`config.mk`:
```
export PLATFORM = sky130hd
export DESIGN_NAME = sprite_frame_sequencer_unit
export DESIGN_NICKNAME = d
export VERILOG_FILES = /design/src/design/sfs_pkg.sv /design/src/design/sprite_frame_sequencer_unit.sv
export SDC_FILE = /design/constraint.sdc
export NUM_CORES = 1
export LEC_CHECK = 0
export BUFFER_PORTS_ARGS = -buffer_cell sky130_fd_sc_hd__buf_4
export CAP_MARGIN = 0
export CELL_PAD_IN_SITES_DETAIL_PLACEMENT = 1
export CELL_PAD_IN_SITES_GLOBAL_PLACEMENT = 1
export CORE_UTILIZATION = 49
export CTS_CLUSTER_DIAMETER = 200
export CTS_CLUSTER_SIZE = 12
export DETAILED_ROUTE_END_ITERATION = 16
export PLACE_DENSITY = 0.81
export SETUP_SLACK_MARGIN = 0.3
export SYNTH_ARGS = -nofsm -noshare
export SYNTH_HDL_FRONTEND = slang
export SYNTH_SLANG_ARGS = --single-unit
```
`constraint.sdc`:
```
create_clock -name clk -period 5.9 [get_ports clk]
set_input_delay 0.295 -clock clk [delete_from_list [all_inputs] [get_ports clk]]
set_output_delay 0.295 -clock clk [all_outputs]
set_load 0.01 [all_outputs]
```
`src/design/sfs_pkg.sv`:
```
package sfs_pkg;

	// Field widths
	localparam int unsigned FRAME_W  = 8;
	localparam int unsigned COUNT_W  = 9;
	localparam int unsigned TIME_W   = 16;
	localparam int unsigned ACC_W    = TIME_W + 1;
	localparam int unsigned DELAY_W  = TIME_W + 2;
	localparam int unsigned REP_W    = 9;
	localparam int unsigned REQ_W    = 2;
	localparam int unsigned CFG_IDX_W = 3;
	localparam int unsigned CFG_DATA_W = 16;
	localparam int unsigned OUT_DATA_W = 16;

	// Largest frame count the sheet can use
	localparam logic [COUNT_W-1:0] MAX_FRAMES = COUNT_W'(256);

	// Saturation value of the time accumulators
	localparam logic [ACC_W-1:0] ACC_MAX = '1;

	// Repeat counter value meaning endless
	localparam logic signed [REP_W-1:0] REP_ENDLESS = -REP_W'(1);

	// Request kinds carried in tuser
	typedef enum logic [REQ_W-1:0] {
		REQ_TICK        = 2'd0,
		REQ_START_SHEET = 2'd1,
		REQ_START_RANGE = 2'd2,
		REQ_NONE        = 2'd3
	} req_type_t;

	// Configuration register indexes
	typedef enum logic [CFG_IDX_W-1:0] {
		CFG_FRAMES_COUNT = 3'd0,
		CFG_FRAME_PERIOD = 3'd1,
		CFG_START_DELAY  = 3'd2,
		CFG_CYCLE_PAUSE  = 3'd3,
		CFG_REPEAT_COUNT = 3'd4,
		CFG_PING_PONG    = 3'd5,
		CFG_RANGE_START  = 3'd6,
		CFG_RANGE_FINISH = 3'd7
	} cfg_index_t;

	// Clamp a candidate frame to the sheet: anything at or past the limit shows frame 0
	function automatic logic [FRAME_W-1:0] show_frame(input logic [9:0] f,
		input logic [COUNT_W-1:0] lim);
		logic [FRAME_W-1:0] r;
		r = (f < {1'b0, lim}) ? f[FRAME_W-1:0] : '0;
		return r;
	endfunction

	// Saturating add of a tick delta to a time accumulator
	function automatic logic [ACC_W-1:0] sat_add(input logic [ACC_W-1:0] acc,
		input logic [TIME_W-1:0] delta);
		logic [ACC_W:0] sum;
		sum = {1'b0, acc} + {2'b00, delta};
		return sum[ACC_W] ? ACC_MAX : sum[ACC_W-1:0];
	endfunction

endpackage

```
`src/design/sprite_frame_sequencer_unit.sv`:
```
// Sprite animation frame sequencer.
// Input stream (s_*): one request per item. s_tuser holds the request kind
// (tick, start over the whole sheet, start over a frame range, anything else
// is ignored); s_tdata holds the elapsed time of a tick.
// Output stream (m_*): exactly one result per request, in order: the frame
// shown after the request, the running flag, and the end-of-cycle and
// end-of-animation pulses.
// Configuration port (cfg_*): always ready; write only while no request is
// in flight. Index selects frames_count, frame_period, start_delay,
// cycle_pause, repeat_count, ping_pong, range_start, range_finish.
// A request is accepted into the input register; the sequencing logic then
// updates the state and loads the result register, which drives m_tvalid.
// One request per cycle is sustained while the receiver keeps m_tready high;
// the only limit is that single state update, which completes in the cycle
// it is applied.
// Reset clears the animation state (frame 0, stopped, endless repeats) and
// loads the default configuration. When the receiver stalls, the result
// register holds and the input register keeps one more request; s_tready
// then drops until the result is taken.
module sprite_frame_sequencer_unit (
	input  logic                                 clk,
	input  logic                                 arst_n,
	input  logic                                 s_tvalid,
	output logic                                 s_tready,
	// [15:0] tick_delta
	input  logic [sfs_pkg::TIME_W-1:0]           s_tdata,
	// [1:0] req_type
	input  logic [sfs_pkg::REQ_W-1:0]            s_tuser,
	output logic                                 m_tvalid,
	input  logic                                 m_tready,
	// [7:0] frame_index, [8] running, [9] cycle_end, [10] anim_end, [15:11] zero
	output logic [sfs_pkg::OUT_DATA_W-1:0]       m_tdata,
	input  logic                                 cfg_valid,
	output logic                                 cfg_ready,
	input  logic [sfs_pkg::CFG_IDX_W-1:0]        cfg_index,
	input  logic [sfs_pkg::CFG_DATA_W-1:0]       cfg_data
);

	// Configuration registers
	logic [sfs_pkg::COUNT_W-1:0] frames_count_q;
	logic [sfs_pkg::TIME_W-1:0]  frame_period_q;
	logic [sfs_pkg::TIME_W-1:0]  start_delay_q;
	logic [sfs_pkg::TIME_W-1:0]  cycle_pause_q;
	logic [7:0]                  repeat_count_q;
	logic                        ping_pong_q;
	logic [sfs_pkg::FRAME_W-1:0] range_start_q;
	logic [sfs_pkg::FRAME_W-1:0] range_finish_q;

	// Animation state
	logic [sfs_pkg::FRAME_W-1:0]        frame_q;
	logic [sfs_pkg::ACC_W-1:0]          acc_q;
	logic signed [sfs_pkg::DELAY_W-1:0] delay_q;
	logic [sfs_pkg::ACC_W-1:0]          pause_q;
	logic signed [sfs_pkg::REP_W-1:0]   repeats_q;
	logic [7:0]                         steps_q;
	logic                               running_q;
	logic                               backward_q;
	logic                               range_mode_q;

	// Input stage and result stage
	logic                         valid_s1;
	sfs_pkg::req_type_t           req_s1;
	logic [sfs_pkg::TIME_W-1:0]   delta_s1;
	logic                         valid_s2;
	logic [sfs_pkg::OUT_DATA_W-1:0] data_s2;
	logic                         adv_s2;
	logic                         adv_s1;

	// Next-state values
	logic [sfs_pkg::FRAME_W-1:0]        n_frame;
	logic [sfs_pkg::ACC_W-1:0]          n_acc;
	logic signed [sfs_pkg::DELAY_W-1:0] n_delay;
	logic [sfs_pkg::ACC_W-1:0]          n_pause;
	logic signed [sfs_pkg::REP_W-1:0]   n_repeats;
	logic [7:0]                         n_steps;
	logic                               n_running;
	logic                               n_backward;
	logic                               n_range_mode;
	logic                               cyc;
	logic                               fin;

	// Shared terms of the step logic
	logic [sfs_pkg::COUNT_W-1:0] limit;
	logic [9:0]                  cur_plus1;
	logic [sfs_pkg::FRAME_W-1:0] fwd_frame;
	logic [sfs_pkg::FRAME_W-1:0] back_frame;
	logic                        at_last;
	logic                        rep_pos;
	logic [sfs_pkg::ACC_W-1:0]   acc_sat;
	logic [sfs_pkg::ACC_W-1:0]   pause_sat;
	logic [9:0]                  range_next;

	// Pipeline flow: result register moves when empty or taken
	assign adv_s2    = !valid_s2 || m_tready;
	assign adv_s1    = valid_s1 && adv_s2;
	assign s_tready  = !valid_s1 || adv_s2;
	assign m_tvalid  = valid_s2;
	assign m_tdata   = data_s2;
	assign cfg_ready = 1'b1;

	// Frame arithmetic
	always_comb begin
		limit      = (frames_count_q > sfs_pkg::MAX_FRAMES) ? sfs_pkg::MAX_FRAMES
			: frames_count_q;
		cur_plus1  = {2'b00, frame_q} + 10'd1;
		fwd_frame  = sfs_pkg::show_frame(cur_plus1, limit);
		back_frame = (frame_q > 8'd1) ? sfs_pkg::show_frame({2'b00, frame_q - 8'd1}, limit)
			: '0;
		at_last    = (cur_plus1 == {1'b0, limit});
		rep_pos    = !repeats_q[sfs_pkg::REP_W-1] && (repeats_q != '0);
		acc_sat    = sfs_pkg::sat_add(acc_q, delta_s1);
		pause_sat  = sfs_pkg::sat_add(pause_q, delta_s1);
		range_next = {2'b00, range_start_q} + {2'b00, steps_q} + 10'd1;
	end

	// Sequencing logic for the request in the input stage
	always_comb begin
		n_frame      = frame_q;
		n_acc        = acc_q;
		n_delay      = delay_q;
		n_pause      = pause_q;
		n_repeats    = repeats_q;
		n_steps      = steps_q;
		n_running    = running_q;
		n_backward   = backward_q;
		n_range_mode = range_mode_q;
		cyc          = 1'b0;
		fin          = 1'b0;
		case (req_s1)
			sfs_pkg::REQ_TICK: begin
				if (!delay_q[sfs_pkg::DELAY_W-1]) begin
					// Count down the start delay
					n_delay = delay_q - $signed({2'b00, delta_s1});
				end else if (running_q && repeats_q != '0) begin
					n_acc = acc_sat;
					if (acc_sat >= {1'b0, frame_period_q}) begin
						n_acc = acc_sat - {1'b0, frame_period_q};
						if (ping_pong_q) begin
							// Bounce between frame 0 and the last frame
							if (backward_q) begin
								n_frame = back_frame;
								if (back_frame == '0)
									n_backward = 1'b0;
							end else begin
								n_frame = fwd_frame;
								if (({2'b00, fwd_frame} + 10'd1) >= {1'b0, limit})
									n_backward = 1'b1;
							end
						end else if (!range_mode_q) begin
							if (backward_q && frame_q == '0) begin
								// Reverse play reached the first frame
								n_running  = 1'b0;
								n_backward = 1'b0;
								fin        = 1'b1;
							end else begin
								if (rep_pos && at_last) begin
									n_repeats = repeats_q - 9'sd1;
									if (repeats_q == 9'sd1) begin
										n_running = 1'b0;
										fin       = 1'b1;
									end
								end
								n_frame = backward_q ? back_frame : fwd_frame;
								if (at_last) begin
									cyc = 1'b1;
									// Hold on the last frame for the cycle pause
									if (cycle_pause_q != '0) begin
										if (pause_sat < {1'b0, cycle_pause_q}) begin
											n_pause = pause_sat;
											n_frame = frame_q;
										end else begin
											n_pause = '0;
										end
									end
								end
							end
						end else begin
							// Range play
							if (frame_q < range_finish_q) begin
								n_frame = sfs_pkg::show_frame(range_next, limit);
								n_steps = steps_q + 8'd1;
							end else if (rep_pos) begin
								n_repeats = repeats_q - 9'sd1;
								n_steps   = '0;
								if (repeats_q == 9'sd1) begin
									n_running = 1'b0;
									fin       = 1'b1;
								end
							end else begin
								n_steps = '0;
								n_frame = sfs_pkg::show_frame({2'b00, range_start_q}, limit);
							end
						end
					end
				end
			end
			sfs_pkg::REQ_START_SHEET, sfs_pkg::REQ_START_RANGE: begin
				// Arm the animation
				n_acc        = '0;
				n_steps      = '0;
				n_running    = 1'b1;
				n_delay      = $signed({2'b00, start_delay_q});
				n_repeats    = (repeat_count_q == '0) ? sfs_pkg::REP_ENDLESS
					: $signed({1'b0, repeat_count_q});
				n_range_mode = (req_s1 == sfs_pkg::REQ_START_RANGE);
				if (req_s1 == sfs_pkg::REQ_START_RANGE)
					n_frame = sfs_pkg::show_frame({2'b00, range_start_q}, limit);
			end
			default: begin
			end
		endcase
	end

	// Configuration writes
	always_ff @(posedge clk or negedge arst_n) begin
		if (!arst_n) begin
			frames_count_q <= sfs_pkg::COUNT_W'(1);
			frame_period_q <= sfs_pkg::TIME_W'(1);
			start_delay_q  <= '0;
			cycle_pause_q  <= '0;
			repeat_count_q <= '0;
			ping_pong_q    <= 1'b0;
			range_start_q  <= '0;
			range_finish_q <= '0;
		end else if (cfg_valid && cfg_ready) begin
			unique case (sfs_pkg::cfg_index_t'(cfg_index))
				sfs_pkg::CFG_FRAMES_COUNT: frames_count_q <= cfg_data[sfs_pkg::COUNT_W-1:0];
				sfs_pkg::CFG_FRAME_PERIOD: frame_period_q <= cfg_data;
				sfs_pkg::CFG_START_DELAY:  start_delay_q  <= cfg_data;
				sfs_pkg::CFG_CYCLE_PAUSE:  cycle_pause_q  <= cfg_data;
				sfs_pkg::CFG_REPEAT_COUNT: repeat_count_q <= cfg_data[7:0];
				sfs_pkg::CFG_PING_PONG:    ping_pong_q    <= cfg_data[0];
				sfs_pkg::CFG_RANGE_START:  range_start_q  <= cfg_data[7:0];
				sfs_pkg::CFG_RANGE_FINISH: range_finish_q <= cfg_data[7:0];
				default: begin
				end
			endcase
		end
	end

	// Input stage: hold a request until the result register can take it
	always_ff @(posedge clk or negedge arst_n) begin
		if (!arst_n) begin
			valid_s1 <= 1'b0;
		end else if (s_tready) begin
			valid_s1 <= s_tvalid;
		end
	end

	always_ff @(posedge clk) begin
		if (s_tready && s_tvalid) begin
			req_s1   <= sfs_pkg::req_type_t'(s_tuser);
			delta_s1 <= s_tdata;
		end
	end

	// Apply the state update as the request moves to the result register
	always_ff @(posedge clk or negedge arst_n) begin
		if (!arst_n) begin
			frame_q      <= '0;
			acc_q        <= '0;
			delay_q      <= '0;
			pause_q      <= '0;
			repeats_q    <= sfs_pkg::REP_ENDLESS;
			steps_q      <= '0;
			running_q    <= 1'b0;
			backward_q   <= 1'b0;
			range_mode_q <= 1'b0;
			valid_s2     <= 1'b0;
		end else begin
			if (adv_s2)
				valid_s2 <= valid_s1;
			if (adv_s1) begin
				frame_q      <= n_frame;
				acc_q        <= n_acc;
				delay_q      <= n_delay;
				pause_q      <= n_pause;
				repeats_q    <= n_repeats;
				steps_q      <= n_steps;
				running_q    <= n_running;
				backward_q   <= n_backward;
				range_mode_q <= n_range_mode;
			end
		end
	end

	// Result register
	always_ff @(posedge clk) begin
		if (adv_s1)
			data_s2 <= {5'b00000, fin, cyc, n_running, n_frame};
	end

endmodule
```
==> results.md, run 1 <==
* Residual DRC count at 0
* Initial Util at about half
* NumNets Final at between 1500 and 2000
* Hold Violations, Final at 0
* Power density cells at 499.3 nW/um^2
* Setup TNS at 0 ns
* Critical path's top delay family: compound AO/OA/AOI/OAI gates
* R2r startpoint: delta_s1[6]
* Reg2Reg Setup Slack at 0.56 ns
* Top sig layer: met5
* Seq/Total Area, Yosys at roughly a third
* Die width at 174.3 um
* Post-synth EDFFs at 29
* CP endpoint: pause_q[10]
* CTS Buf Count at 17
* DRT antenna net count at 0
* Final Cycle Share at approximately 90%
* Core area at 28940 um^2
* Pre-CTS WS at 0.4001 ns
* Worst Path Required at 6.32 ns
* Final setup vio count at 0
* Max incr delay on CP at 0.47 ns
* CTS tree: built
* Asr flop ratio synth at 84.97%
* CP endpoint kind: flop
* Combinational Power Share at 59.8%
* CP Launch Point: delta_s1[6]
* DRT Pass-1 Iters at 6
* Hold Slack at about 0.0092 ns
* Syn_area_per_cell at 9.178 um^2
* Fmax at ~190 MHz
* Met2 Wirelength at about 22 mm
* Number of cells on the worst hold path at 1
* Clk_lat worst skew at around 0.48 ns
* Yosys warning count at 0
* Vias in the first global route at 13380
* Final Power at 8.070 mW
* Vias per cell at 6.345
* Number of max-cap violations at 0
* Status: finished, final reports clean
* Starting DRC count in detailed routing at approximately 950
* Crit Path Max Fanout at 33
* Total number of vias at 12920
* Met3 routed WL at roughly 3.2 mm
* Most used DFF post-synth: dfrtp_1
* Post-synth cell types at 91
* Sw Pwr at approximately 3.8 mW
* DP Cell Count at 1988
* Slowest-stage cell, CP: a2111oi_2
* Final Skew at between 0.01 and 0.015 ns
* RSZ-0062 raised after global routing: false
* Final min period at 5.342 ns
* Routed len/inst at 23.62 um
* VDD IR max at around 0.49 mV
* Critical path arrival at 5.76 ns
* Clock Sinks at just under 200
* Port bufs at 54
* Antenna violations before repair at 2
* R2r endpoint: pause_q[10]
* Total congestion overflow at 0
* Layout area overhead at 11.10%
* Clk slew on worst S/H paths at 0.08 ns
* Mapped Cells at roughly 1600
* Ports at 61
* GP Congestion at just over 0.9
* DIE HEIGHT at 174.3 um
* Clock tree root driver cell: clkbuf_16
* Post-Syn Area at 14550 um^2
* Clock power share at 15.2%
* Bufs and invs on worst path at 1
* Die area at 30380 um^2
* Hold WC Path Type: in2reg
* Post-Layout Cell Count at 2037
* #FFs+latches synth at 193
* Final worst slack at 0.5576 ns
* First-pass GRT wire length at about 76 mm
* Crit path launch type: flop
* Cell Chain, Critical Path: ha_1 -> a2111oi_2 -> a211o_1 -> a31oi_2 -> a21boi_0 -> nand2b_2 -> o21ai_0 -> ha_1 -> nand3_2 -> or2_4 -> o41ai_4 -> o22a_1 -> o311a_2 -> a21oi_2 -> or3_1 -> buf_12 -> or3_1 -> nand2_1
* Fillers at 3363
* Tot GR Track Use at 32.33%
* Relative slew margins at 25.34%
* Clock buffer depth at 2
* Worst path depth at 18
* Routed WL at 48.12 mm
* WL met1 at 21.33 mm
* Sequential share of power at 25.0%
* Largest net degree at the start of global routing at 98
* Worst-margin pin slew at 1.116 ns
* P_leak at roughly 7.4 nW
* Crit Path Class: reg2reg
* Fraction of power spent switching nets at 47.52%
* Cell Int Power at about 4.2 mW
* FP Rows at 62
* H-Tree Level Count at 4
* Share of layout cells above drive strength 1 at between 10% and 20%
* Detailed placement HPWL at 35.69 mm
* Worst r2r path cells at 18
* Max-slew violation count at 0
==> timing repair <==
action | 4_1_cts | 5_1_grt
endpoints found under the hold margin | 86 | 0
resized for setup | 0 | 8
endpoints found under the setup margin | 0 | 57
setup buffers | 0 | 3
hold buffers | 13 | 0
==> state kept, by name (all words and copies together), names as in the netlist, 9 cells and up <==
register / flops
acc_q: 17
cycle_pause_q: 16
delay_q: 18
delta_s1: 16
frame_period_q: 16
frames_count_q: 9
m_tdata: 11
pause_q: 17
repeats_q: 9
start_delay_q: 16
==> worst min path at each step <==
| stage | end | slack, ns | startpoint |
|---|---|---|---|
| after floorplan | acc_q[0] | -0.0006 | arst_n |
| after global placement | frame_period_q[8] | 0.45 | arst_n |
| after detailed placement | frame_period_q[11] | 0.47 | arst_n |
| after CTS | delta_s1[5] | 0.0002 | s_tdata[5] |
| after global routing | delta_s1[5] | 0.009 | s_tdata[5] |
| final | delta_s1[5] | 0.009 | s_tdata[5] |
==> layout by cell type (no fill, tap or decap), drive strengths merged, types with 25 or more instances in the layout <==
| cell type | n |
|---|---|
| mux2 | 70 |
| ha | 145 |
| nor3 | 55 |
| nand2 | 138 |
| o21ai | 109 |
| nand3 | 29 |
| nor2 | 93 |
| a21oi | 109 |
| nand2b | 25 |
| xnor2 | 43 |
| inv | 110 |
| a21o | 49 |
| xor2 | 27 |
| edfxtp | 29 |
| buf | 75 |
| dfrtp | 153 |
==> power groups by stage <==
| stage | logic (mW) | clock network [mW] | registers, mW |
|---|---|---|---|
| global route | 5.29 | 1.28 | 2.05 |
| CTS | 4.68 | 1.24 | 2.01 |
| detailed placement | 4.59 | 0 | 2.03 |
| global placement | 4.38 | 0 | 2.01 |
| floorplan | 3.41 | 0 | 1.89 |
| finish | 4.82 | 1.23 | 2.02 |
==> per-stage QoR <==
step                      instance area (um^2)  utilization [%]
after CTS                                16100            55.66
after detailed placement                 15360            53.08
after floorplan                          14560                -
after global placement                   15360            53.08
final                                    16160            55.85
after global routing                     16160            55.85
==> logic make-up after synthesis <==
logic type / synth area share, %
other: 0.05163
flip-flops: 34.29
buffers and inverters: 4.473
multiplexers: 6.038
XOR/XNOR: 4.215
AND/OR/NAND/NOR: 15.76
AO/OA/AOI/OAI: 22.01
adder cells (fa/ha/maj): 13.16
==> final cells by class <==
cell class                      count  area [um^2]  share of cell area [%]
Multi-Input combinational cell   1234         8970                   55.50
Sequential cell                   193         4989                   30.87
Timing Repair Buffer               88        709.4                   4.390
Tap cell                          384        480.5                   2.973
Clock buffer                       17        425.4                   2.632
Inverter                          105        394.1                   2.439
Clock inverter                     15        190.2                   1.177
Antenna cell                        1        2.502                 0.01548
==> Yosys cell counts, types with 12 or more instances <==
cell / count / area (um^2)
nand2_1: 137 / 514.2
clkbuf_1: 41 / 153.9
nor2b_1: 20 / 125.1
a221oi_1: 12 / 105.1
xnor2_1: 43 / 376.6
nor2_1: 93 / 349.1
a21o_1: 49 / 367.9
nor3_1: 44 / 220.2
mux2_2: 70 / 788.3
nor4_1: 16 / 100.1
a22oi_1: 16 / 120.1
a21oi_1: 106 / 530.5
nand2b_1: 25 / 156.4
and3_1: 19 / 118.9
xor2_1: 27 / 236.5
ha_1: 145 / 1814
o21a_1: 17 / 127.6
o21bai_1: 12 / 90.09
nand3_1: 28 / 140.1
inv_1: 103 / 386.6
o21ai_0: 101 / 505.5
a211oi_1: 21 / 157.7
nand4_1: 16 / 100.1
dfrtp_1: 153 / 3829
edfxtp_1: 29 / 870.8
a31oi_1: 13 / 81.33
==> routing by layer <==
| metal | up-vias | track usage, % |
|---|---|---|
| li1 | 5925 | - |
| met1 | 6490 | 43.49 |
| met2 | 412 | 51.93 |
| met3 | 95 | 6.496 |
| met4 | 2 | 10.49 |
| met5 | - | 0 |
Note: power is estimated with default switching activity, not from simulation.
==> inputs of run 2 (changes only) <==
--- a/config.mk
+++ b/config.mk
@@ -13,7 +13,7 @@
 export CTS_CLUSTER_DIAMETER = 200
 export CTS_CLUSTER_SIZE = 12
 export DETAILED_ROUTE_END_ITERATION = 16
-export PLACE_DENSITY = 0.81
+export PLACE_DENSITY_LB_ADDON = 0.1
 export SETUP_SLACK_MARGIN = 0.3
 export SYNTH_ARGS = -nofsm -noshare
 export SYNTH_HDL_FRONTEND = slang
==> results.md, run 2 (synthesis gave the netlist of run 1 again) <==
* Residual DRC count at 0 (unchanged)
* Commonest non-fill, non-tap cell in the layout: dfrtp_1
* Initial Util at 50.27% (unchanged)
* Hold Violations, Final at 0 (unchanged)
* Finished Cell Area at 16110 um^2 (-0.32%)
* Fillers at 3378 (+0.45%)
* Fmax at 187.3 MHz (about the same)
* Max-slew violation count at 0 (unchanged)
* Final min period at 5.340 ns (-0.002358 ns)
* Detailed placement HPWL at 36.77 mm (+3.0%)
* Clock buffer depth at 2 (unchanged)
* Clk_lat worst skew at 0.46 ns (-0.02 ns)
* CTS tree: built
* Max FFs per register at 18 (unchanged)
* Multi-input logic area at 9019 um^2 (+0.54%)
* Ports at 61 (unchanged)
* Most flop-heavy register: delay_q
* Share of layout cells above drive strength 1 at 14.29% (about the same)
* Commonest cells after routing, fill and taps aside: dfrtp_1, ha_1, nand2_1
* Layout area overhead at 10.74%
* DRT antenna net count at 0 (unchanged)
* Hold WC Path Type: in2reg
* Core area at 28940 um^2 (unchanged)
* Vias per cell at 6.402 (+0.90%)
* Power density cells at 504.4 nW/um^2 (+1.0%)
* First-pass GRT wire length at 76.50 mm (+0.89%)
* Crit path launch type: flop
* Sequential share of power at 24.9% (about the same)
* FP Rows at 62 (unchanged)
* NumNets Final at 1823 (-0.44%)
* GP Congestion at 0.9428 (+0.94%)
* Starting DRC count in detailed routing at 1003 (+6.0%)
* Antenna violations before repair at 3 (+1)
* Relative slew margins at 11.66% (-14 points)
* CP endpoint kind: flop
* Final setup vio count at 0 (unchanged)
* Reg area at 4989 um^2 (unchanged)
* DP Cell Count at 1986 (-0.10%)
* Crit Path Max Fanout at 33 (unchanged)
* Die width at 174.3 um (unchanged)
* Number of max-cap violations at 0 (unchanged)
* Crit Path Class: reg2reg
* Worst Path Required at 6.24 ns (-0.08 ns)
* CTS Buf Count at 17 (unchanged)
* Diode count at 0 (-1)
* Largest registers: delay_q (18), acc_q (17), pause_q (17)
* Fraction of power spent switching nets at 47.11% (-0.41 points)
* Status: finished, final reports clean
* Die area at 30380 um^2 (unchanged)
* Final Skew at 0.01625 ns (+0.003330 ns)
* Final Cycle Share at 90.51% (about the same)
* Critical path arrival at 5.68 ns (-0.08 ns)
* RSZ-0062 raised after global routing: false
* Port bufs at 54 (unchanged)
* Clk slew on worst S/H paths at 0.08 ns (about the same)
* Routed len/inst at 24.35 um (+3.1%)
* Clock power share at 15.6% (+0.4 points)
* Routed WL at 49.38 mm (+2.6%)
* Total congestion overflow at 0 (unchanged)
* Cell Int Power at 4.298 mW (+1.5%)
* DIE HEIGHT at 174.3 um (unchanged)
* Combinational Power Share at 59.5% (-0.3 points)
* Vias in the first global route at 13200 (-1.3%)
* Clock Sinks at 193 (unchanged)
* DP Area at 15340 um^2 (-0.12%)
* Setup TNS at 0 ns (unchanged)
* DRT Pass-1 Iters at 5 (-1)
* Post-Layout Cell Count at 2028 (-0.44%)
* Clock tree root driver cell: clkbuf_16
* Largest net degree at the start of global routing at 74 (-24%)
* P_leak at 7.401 nW (-0.43%)
* VDD IR max at 0.4327 mV (-12%)
* Tot GR Track Use at 33.00% (+0.67 points)
* Sw Pwr at 3.829 mW (-0.16%)
* H-Tree Level Count at 4 (unchanged)
* Worst-margin pin slew at 1.320 ns (+0.2044 ns)
* Total number of vias at 12980 (+0.46%)
-- run 2: changes by cell type in the layout (fill, tap and decap cells not counted), moves of 3 or more --
cell / before / now
inv_8: 3 / 0
inv_6: 4 / 7
dlygate4sd3_1: 13 / 8
clkinv_8: 4 / 0
clkinv_4: 3 / 0
buf_4: 73 / 70
-- run 2: layout make-up --
class | instances | area share (%)
flip-flops and latches | 193 | 30.97
well taps | 384 | 2.983
clock inverters | 12 | 1.017
inverters | 105 | 2.447
multi-input cells | 1235 | 55.98
repair buffers | 79 | 3.829
clock buffers | 20 | 2.773
-- run 2: timing repair --
| action | 4_1_cts | 5_1_grt |
|---|---|---|
| endpoints found under the hold margin | 76 | 1 |
| pin swaps | 0 | 3 |
| gates resized for setup | 2 | 11 |
| endpoints found under the setup margin | 4 | 50 |
| setup buffers | 0 | 1 |
| cloned | 0 | 1 |
| hold buffers | 7 | 1 |
-- run 2: path summary, 6_finish.rpt --
kind                                   from           endpoint  slack [ns]  cells after the start
worst max-delay path            delta_s1[4]        pause_q[15]        0.56                     20
worst min-delay path            s_tdata[11]       delta_s1[11]        0.02                      1
worst max register to register  delta_s1[4]        pause_q[15]        0.56                     20
worst min register to register  pause_q[13]        pause_q[13]        0.49                      1
max in group asynchronous            arst_n  range_finish_q[4]        4.26                      3
min in group asynchronous            arst_n        pause_q[11]        0.47                      2
-- run 2: power by group through the flow --
stage,clock [mW],combinational (mW),sequential (mW)
3_5_place_dp,0,4.58,2.04
2_1_floorplan,0,3.41,1.89
3_3_place_gp,0,4.40,2.02
5_1_grt,1.33,5.30,2.06
4_1_cts,1.28,4.64,2.01
6_report,1.26,4.84,2.03
-- run 2: routing by layer --
metal	track usage (%)	up-vias	wire, um
met5	0	-	0
li1	-	5916	-
met4	11.29	0	1175
met2	51.88	400	22860
met3	5.052	70	2681
met1	46.13	6597	22660
-- run 2: stage by stage --
step,utilization [%],power [mW],setup WS (ns),hold WS [ns]
after floorplan,-,5.297,1.135,-0.0005911
after global placement,53.01,6.418,0.5328,0.3991
after detailed placement,53.01,6.612,0.2947,0.4031
after CTS,55.37,7.934,0.3774,0.0006970
after global routing,55.67,8.683,0.2800,0.004487
final,55.67,8.126,0.5600,0.01782
-- run 2: worst max-delay path: stages, from the launching register on --
cell	delay, ns
edfxtp_1	0.44
ha_1	0.36
o211a_1	0.22
a211oi_1	0.28
a211o_1	0.21
a31oi_2	0.17
a21boi_1	0.24
nand2b_4	0.22
buf_4	0.15
nand2_1	0.09
ha_1	0.30
nor2b_1	0.15
o31a_1	0.26
o21ai_1	0.34
o22ai_2	0.22
o311a_2	0.43
a21oi_2	0.30
or3_1	0.17
buf_4	0.38
a211oi_1	0.09
a21o_1	0.18
==> inputs of run 3 (changes only) <==
--- a/config.mk
+++ b/config.mk
@@ -9,6 +9,7 @@
 export CAP_MARGIN = 0
 export CELL_PAD_IN_SITES_DETAIL_PLACEMENT = 1
 export CELL_PAD_IN_SITES_GLOBAL_PLACEMENT = 1
+export CORE_ASPECT_RATIO = 0.9
 export CORE_UTILIZATION = 49
 export CTS_CLUSTER_DIAMETER = 200
 export CTS_CLUSTER_SIZE = 12
==> constraint.sdc (replaced) <==
create_clock -name clk -period 5.2 [get_ports clk]
set_input_delay 0.26 -clock clk [delete_from_list [all_inputs] [get_ports clk]]
set_output_delay 0.26 -clock clk [all_outputs]
set_load 0.01 [all_outputs]
==> results.md, run 3 (synthesis gave the netlist of run 1 again) <==
* Layout area overhead at 16.56%
* Final min period at 4.926 ns (-0.4139 ns)
* First-pass GRT wire length at 77.24 mm (+0.96%)
* FP Rows at 59 (-4.8%)
* WL met1 at 23.99 mm (+5.8%)
* Final Power at 9.631 mW (+19%)
* Final Cycle Share at 94.73% (+4.2 points)
* CTS tree: built
* Die width at 183.6 um (+5.3%)
* Most used cell along the critical path: o21a_1
* Max-slew violation count at 0 (unchanged)
* Detailed placement HPWL at 37.52 mm (+2.0%)
* DRT Pass-1 Iters at 7 (+2)
* Total number of vias at 13370 (+3.0%)
* Critical path arrival at 5.32 ns (-0.36 ns)
* Worst-margin pin slew at 1.155 ns (-0.1653 ns)
* Crit Path Max Fanout at 17 (-48%)
* Largest net degree at the start of global routing at 165 (+120%)
* Routed WL at 51.90 mm (+5.1%)
* Crit Path Class: reg2reg
* VDD IR max at 0.4004 mV (-7.5%)
* Initial Util at 50.01% (-0.26 points)
* Total congestion overflow at 0 (unchanged)
* Max FFs per register at 18 (unchanged)
* Commonest cells after routing, fill and taps aside: dfrtp_1, nand2_1, ha_1
* Reg2Reg Setup Slack at 0.27 ns (-0.29 ns)
* Starting DRC count in detailed routing at 1177 (+17%)
* P_leak at 7.761 nW (+4.9%)
* Final Skew at 0.01606 ns (-0.0001848 ns)
* Core area at 29090 um^2 (+0.52%)
* Met2 Wirelength at 23.28 mm (+1.8%)
* Critical path's top delay family: compound AO/OA/AOI/OAI gates
* CP endpoint kind: flop
* Status: finished, final reports clean
* Largest registers: delay_q (18), acc_q (17), pause_q (17)
* Core Util, Final at 58.29% (+2.6 points)
* Share of layout cells above drive strength 1 at 19.92% (+5.6 points)
* Vias per cell at 6.373 (-0.46%)
* Clock Sinks at 193 (unchanged)
* Antenna violations before repair at 0 (-3)
* Hold WC Path Type: in2reg
* Clk slew on worst S/H paths at 0.07 ns (about the same)
* Diode count at 0 (unchanged)
* DRT antenna net count at 0 (unchanged)
* Slowest-stage cell, CP: edfxtp_1
* NumNets Final at 1881 (+3.2%)
* Crit path launch type: flop
* GP Congestion at 0.9332 (-1.0%)
* Bufs and invs on worst path at 3 (+1)
* Worst Path Required at 5.59 ns (-0.65 ns)
* Post-Layout Cell Count at 2098 (+3.5%)
* Routed len/inst at 24.74 um (+1.6%)
* Hold Violations, Final at 0 (unchanged)
* Number of max-cap violations at 0 (unchanged)
* Most flop-heavy register: delay_q
* Clk_lat worst skew at 0.46 ns (about the same)
* Vias in the first global route at 13070 (-0.99%)
* Clock tree root driver cell: clkbuf_16
* Final setup vio count at 0 (unchanged)
* Met3 routed WL at 3.339 mm (+25%)
* Clock buffer depth at 2 (unchanged)
* Relative slew margins at 22.59% (+11 points)
* CTS Buf Count at 17 (unchanged)
* Port bufs at 54 (unchanged)
* Top sig layer: met4
* Fillers at 3336 (-1.2%)
* Commonest non-fill, non-tap cell in the layout: dfrtp_1
* RSZ-0062 raised after global routing: true
* Die area at 30380 um^2 (about the same)
* Hold Slack at 0.02658 ns (+0.008765 ns)
* DP Cell Count at 2030 (+2.2%)
* H-Tree Level Count at 4 (unchanged)
* Ports at 61 (unchanged)
* Max incr delay on CP at 0.53 ns (+0.09 ns)
* Power density cells at 568.0 nW/um^2 (+13%)
* Tot GR Track Use at 33.79% (+0.79 points)
* DIE HEIGHT at 165.5 um (-5.1%)
* Cell Chain, Critical Path: buf_4 -> inv_2 -> fa_1 -> nand2b_4 -> a21oi_4 -> o221a_4 -> o21a_1 -> o21a_1 -> o21ai_2 -> ha_4 -> nand3_2 -> or2_4 -> o41ai_4 -> o22a_1 -> o311a_4 -> a21oi_2 -> or3_4 -> buf_12 -> or3_1 -> nand2_1
* Residual DRC count at 0 (unchanged)
* Fmax at 203.0 MHz (+8.4%)
## run 3: repair_timing
action	CTS	global route
gates cloned	0	1
endpoints found under the setup margin	68	56
pin swaps	8	24
setup buffers	7	12
hold buffers	16	0
resized for setup	24	63
endpoints found under the hold margin	17	0
## run 3: worst paths after layout
| kind | startpoint | end | cells after the start |
|---|---|---|---|
| min in group asynchronous | arst_n | pause_q[9] | 3 |
| worst min-delay path | s_tdata[5] | delta_s1[5] | 1 |
| worst max-delay path | delta_s1[1] | pause_q[12] | 20 |
| worst max register to register | delta_s1[1] | pause_q[12] | 20 |
| worst min register to register | pause_q[13] | pause_q[13] | 1 |
| max in group asynchronous | arst_n | repeat_count_q[5] | 3 |
## run 3: layer usage
layer	GRT usage, %	vias to the layer above
met5	0	-
met2	53.25	476
met1	49.10	6791
li1	-	6017
met4	8.220	0
met3	4.232	86
## run 3: power by group
part | internal, mW | total, mW | switching [mW]
clock | 0.734 | 1.39 | 0.654
sequential | 1.92 | 2.29 | 0.369
combinational | 2.44 | 5.95 | 3.51
## run 3: final cells by class
| type | count | area (um^2) | share of cell area (%) |
|---|---|---|---|
| repair buffers | 138 | 1142 | 6.738 |
| multi-input cells | 1234 | 9343 | 55.10 |
| clock buffers | 19 | 442.9 | 2.612 |
| clock inverters | 13 | 147.6 | 0.8708 |
| well taps | 396 | 495.5 | 2.922 |
| inverters | 105 | 394.1 | 2.325 |
| flip-flops and latches | 193 | 4990 | 29.43 |
## run 3: worst register-to-register path: cells and delay by family, from the launching register on
kind / cells / cell delay (ns)
adders and majority gates: 2 / 0.72
AOI/OAI and AO/OA: 9 / 1.91
buffers and inverters: 3 / 0.40
and+or+nand+nor: 6 / 1.31
DFF: 1 / 0.53
## run 3: stage by stage
step	worst slack (ns)	TNS [ns]	area, um^2
floorplan	0.4346	0	14560
finish	0.2739	0	16960
CTS	0.2627	0	16520
global route	0.1701	0	16960
detailed placement	-0.2266	-0.9757	15620
global placement	0.1028	0	15620
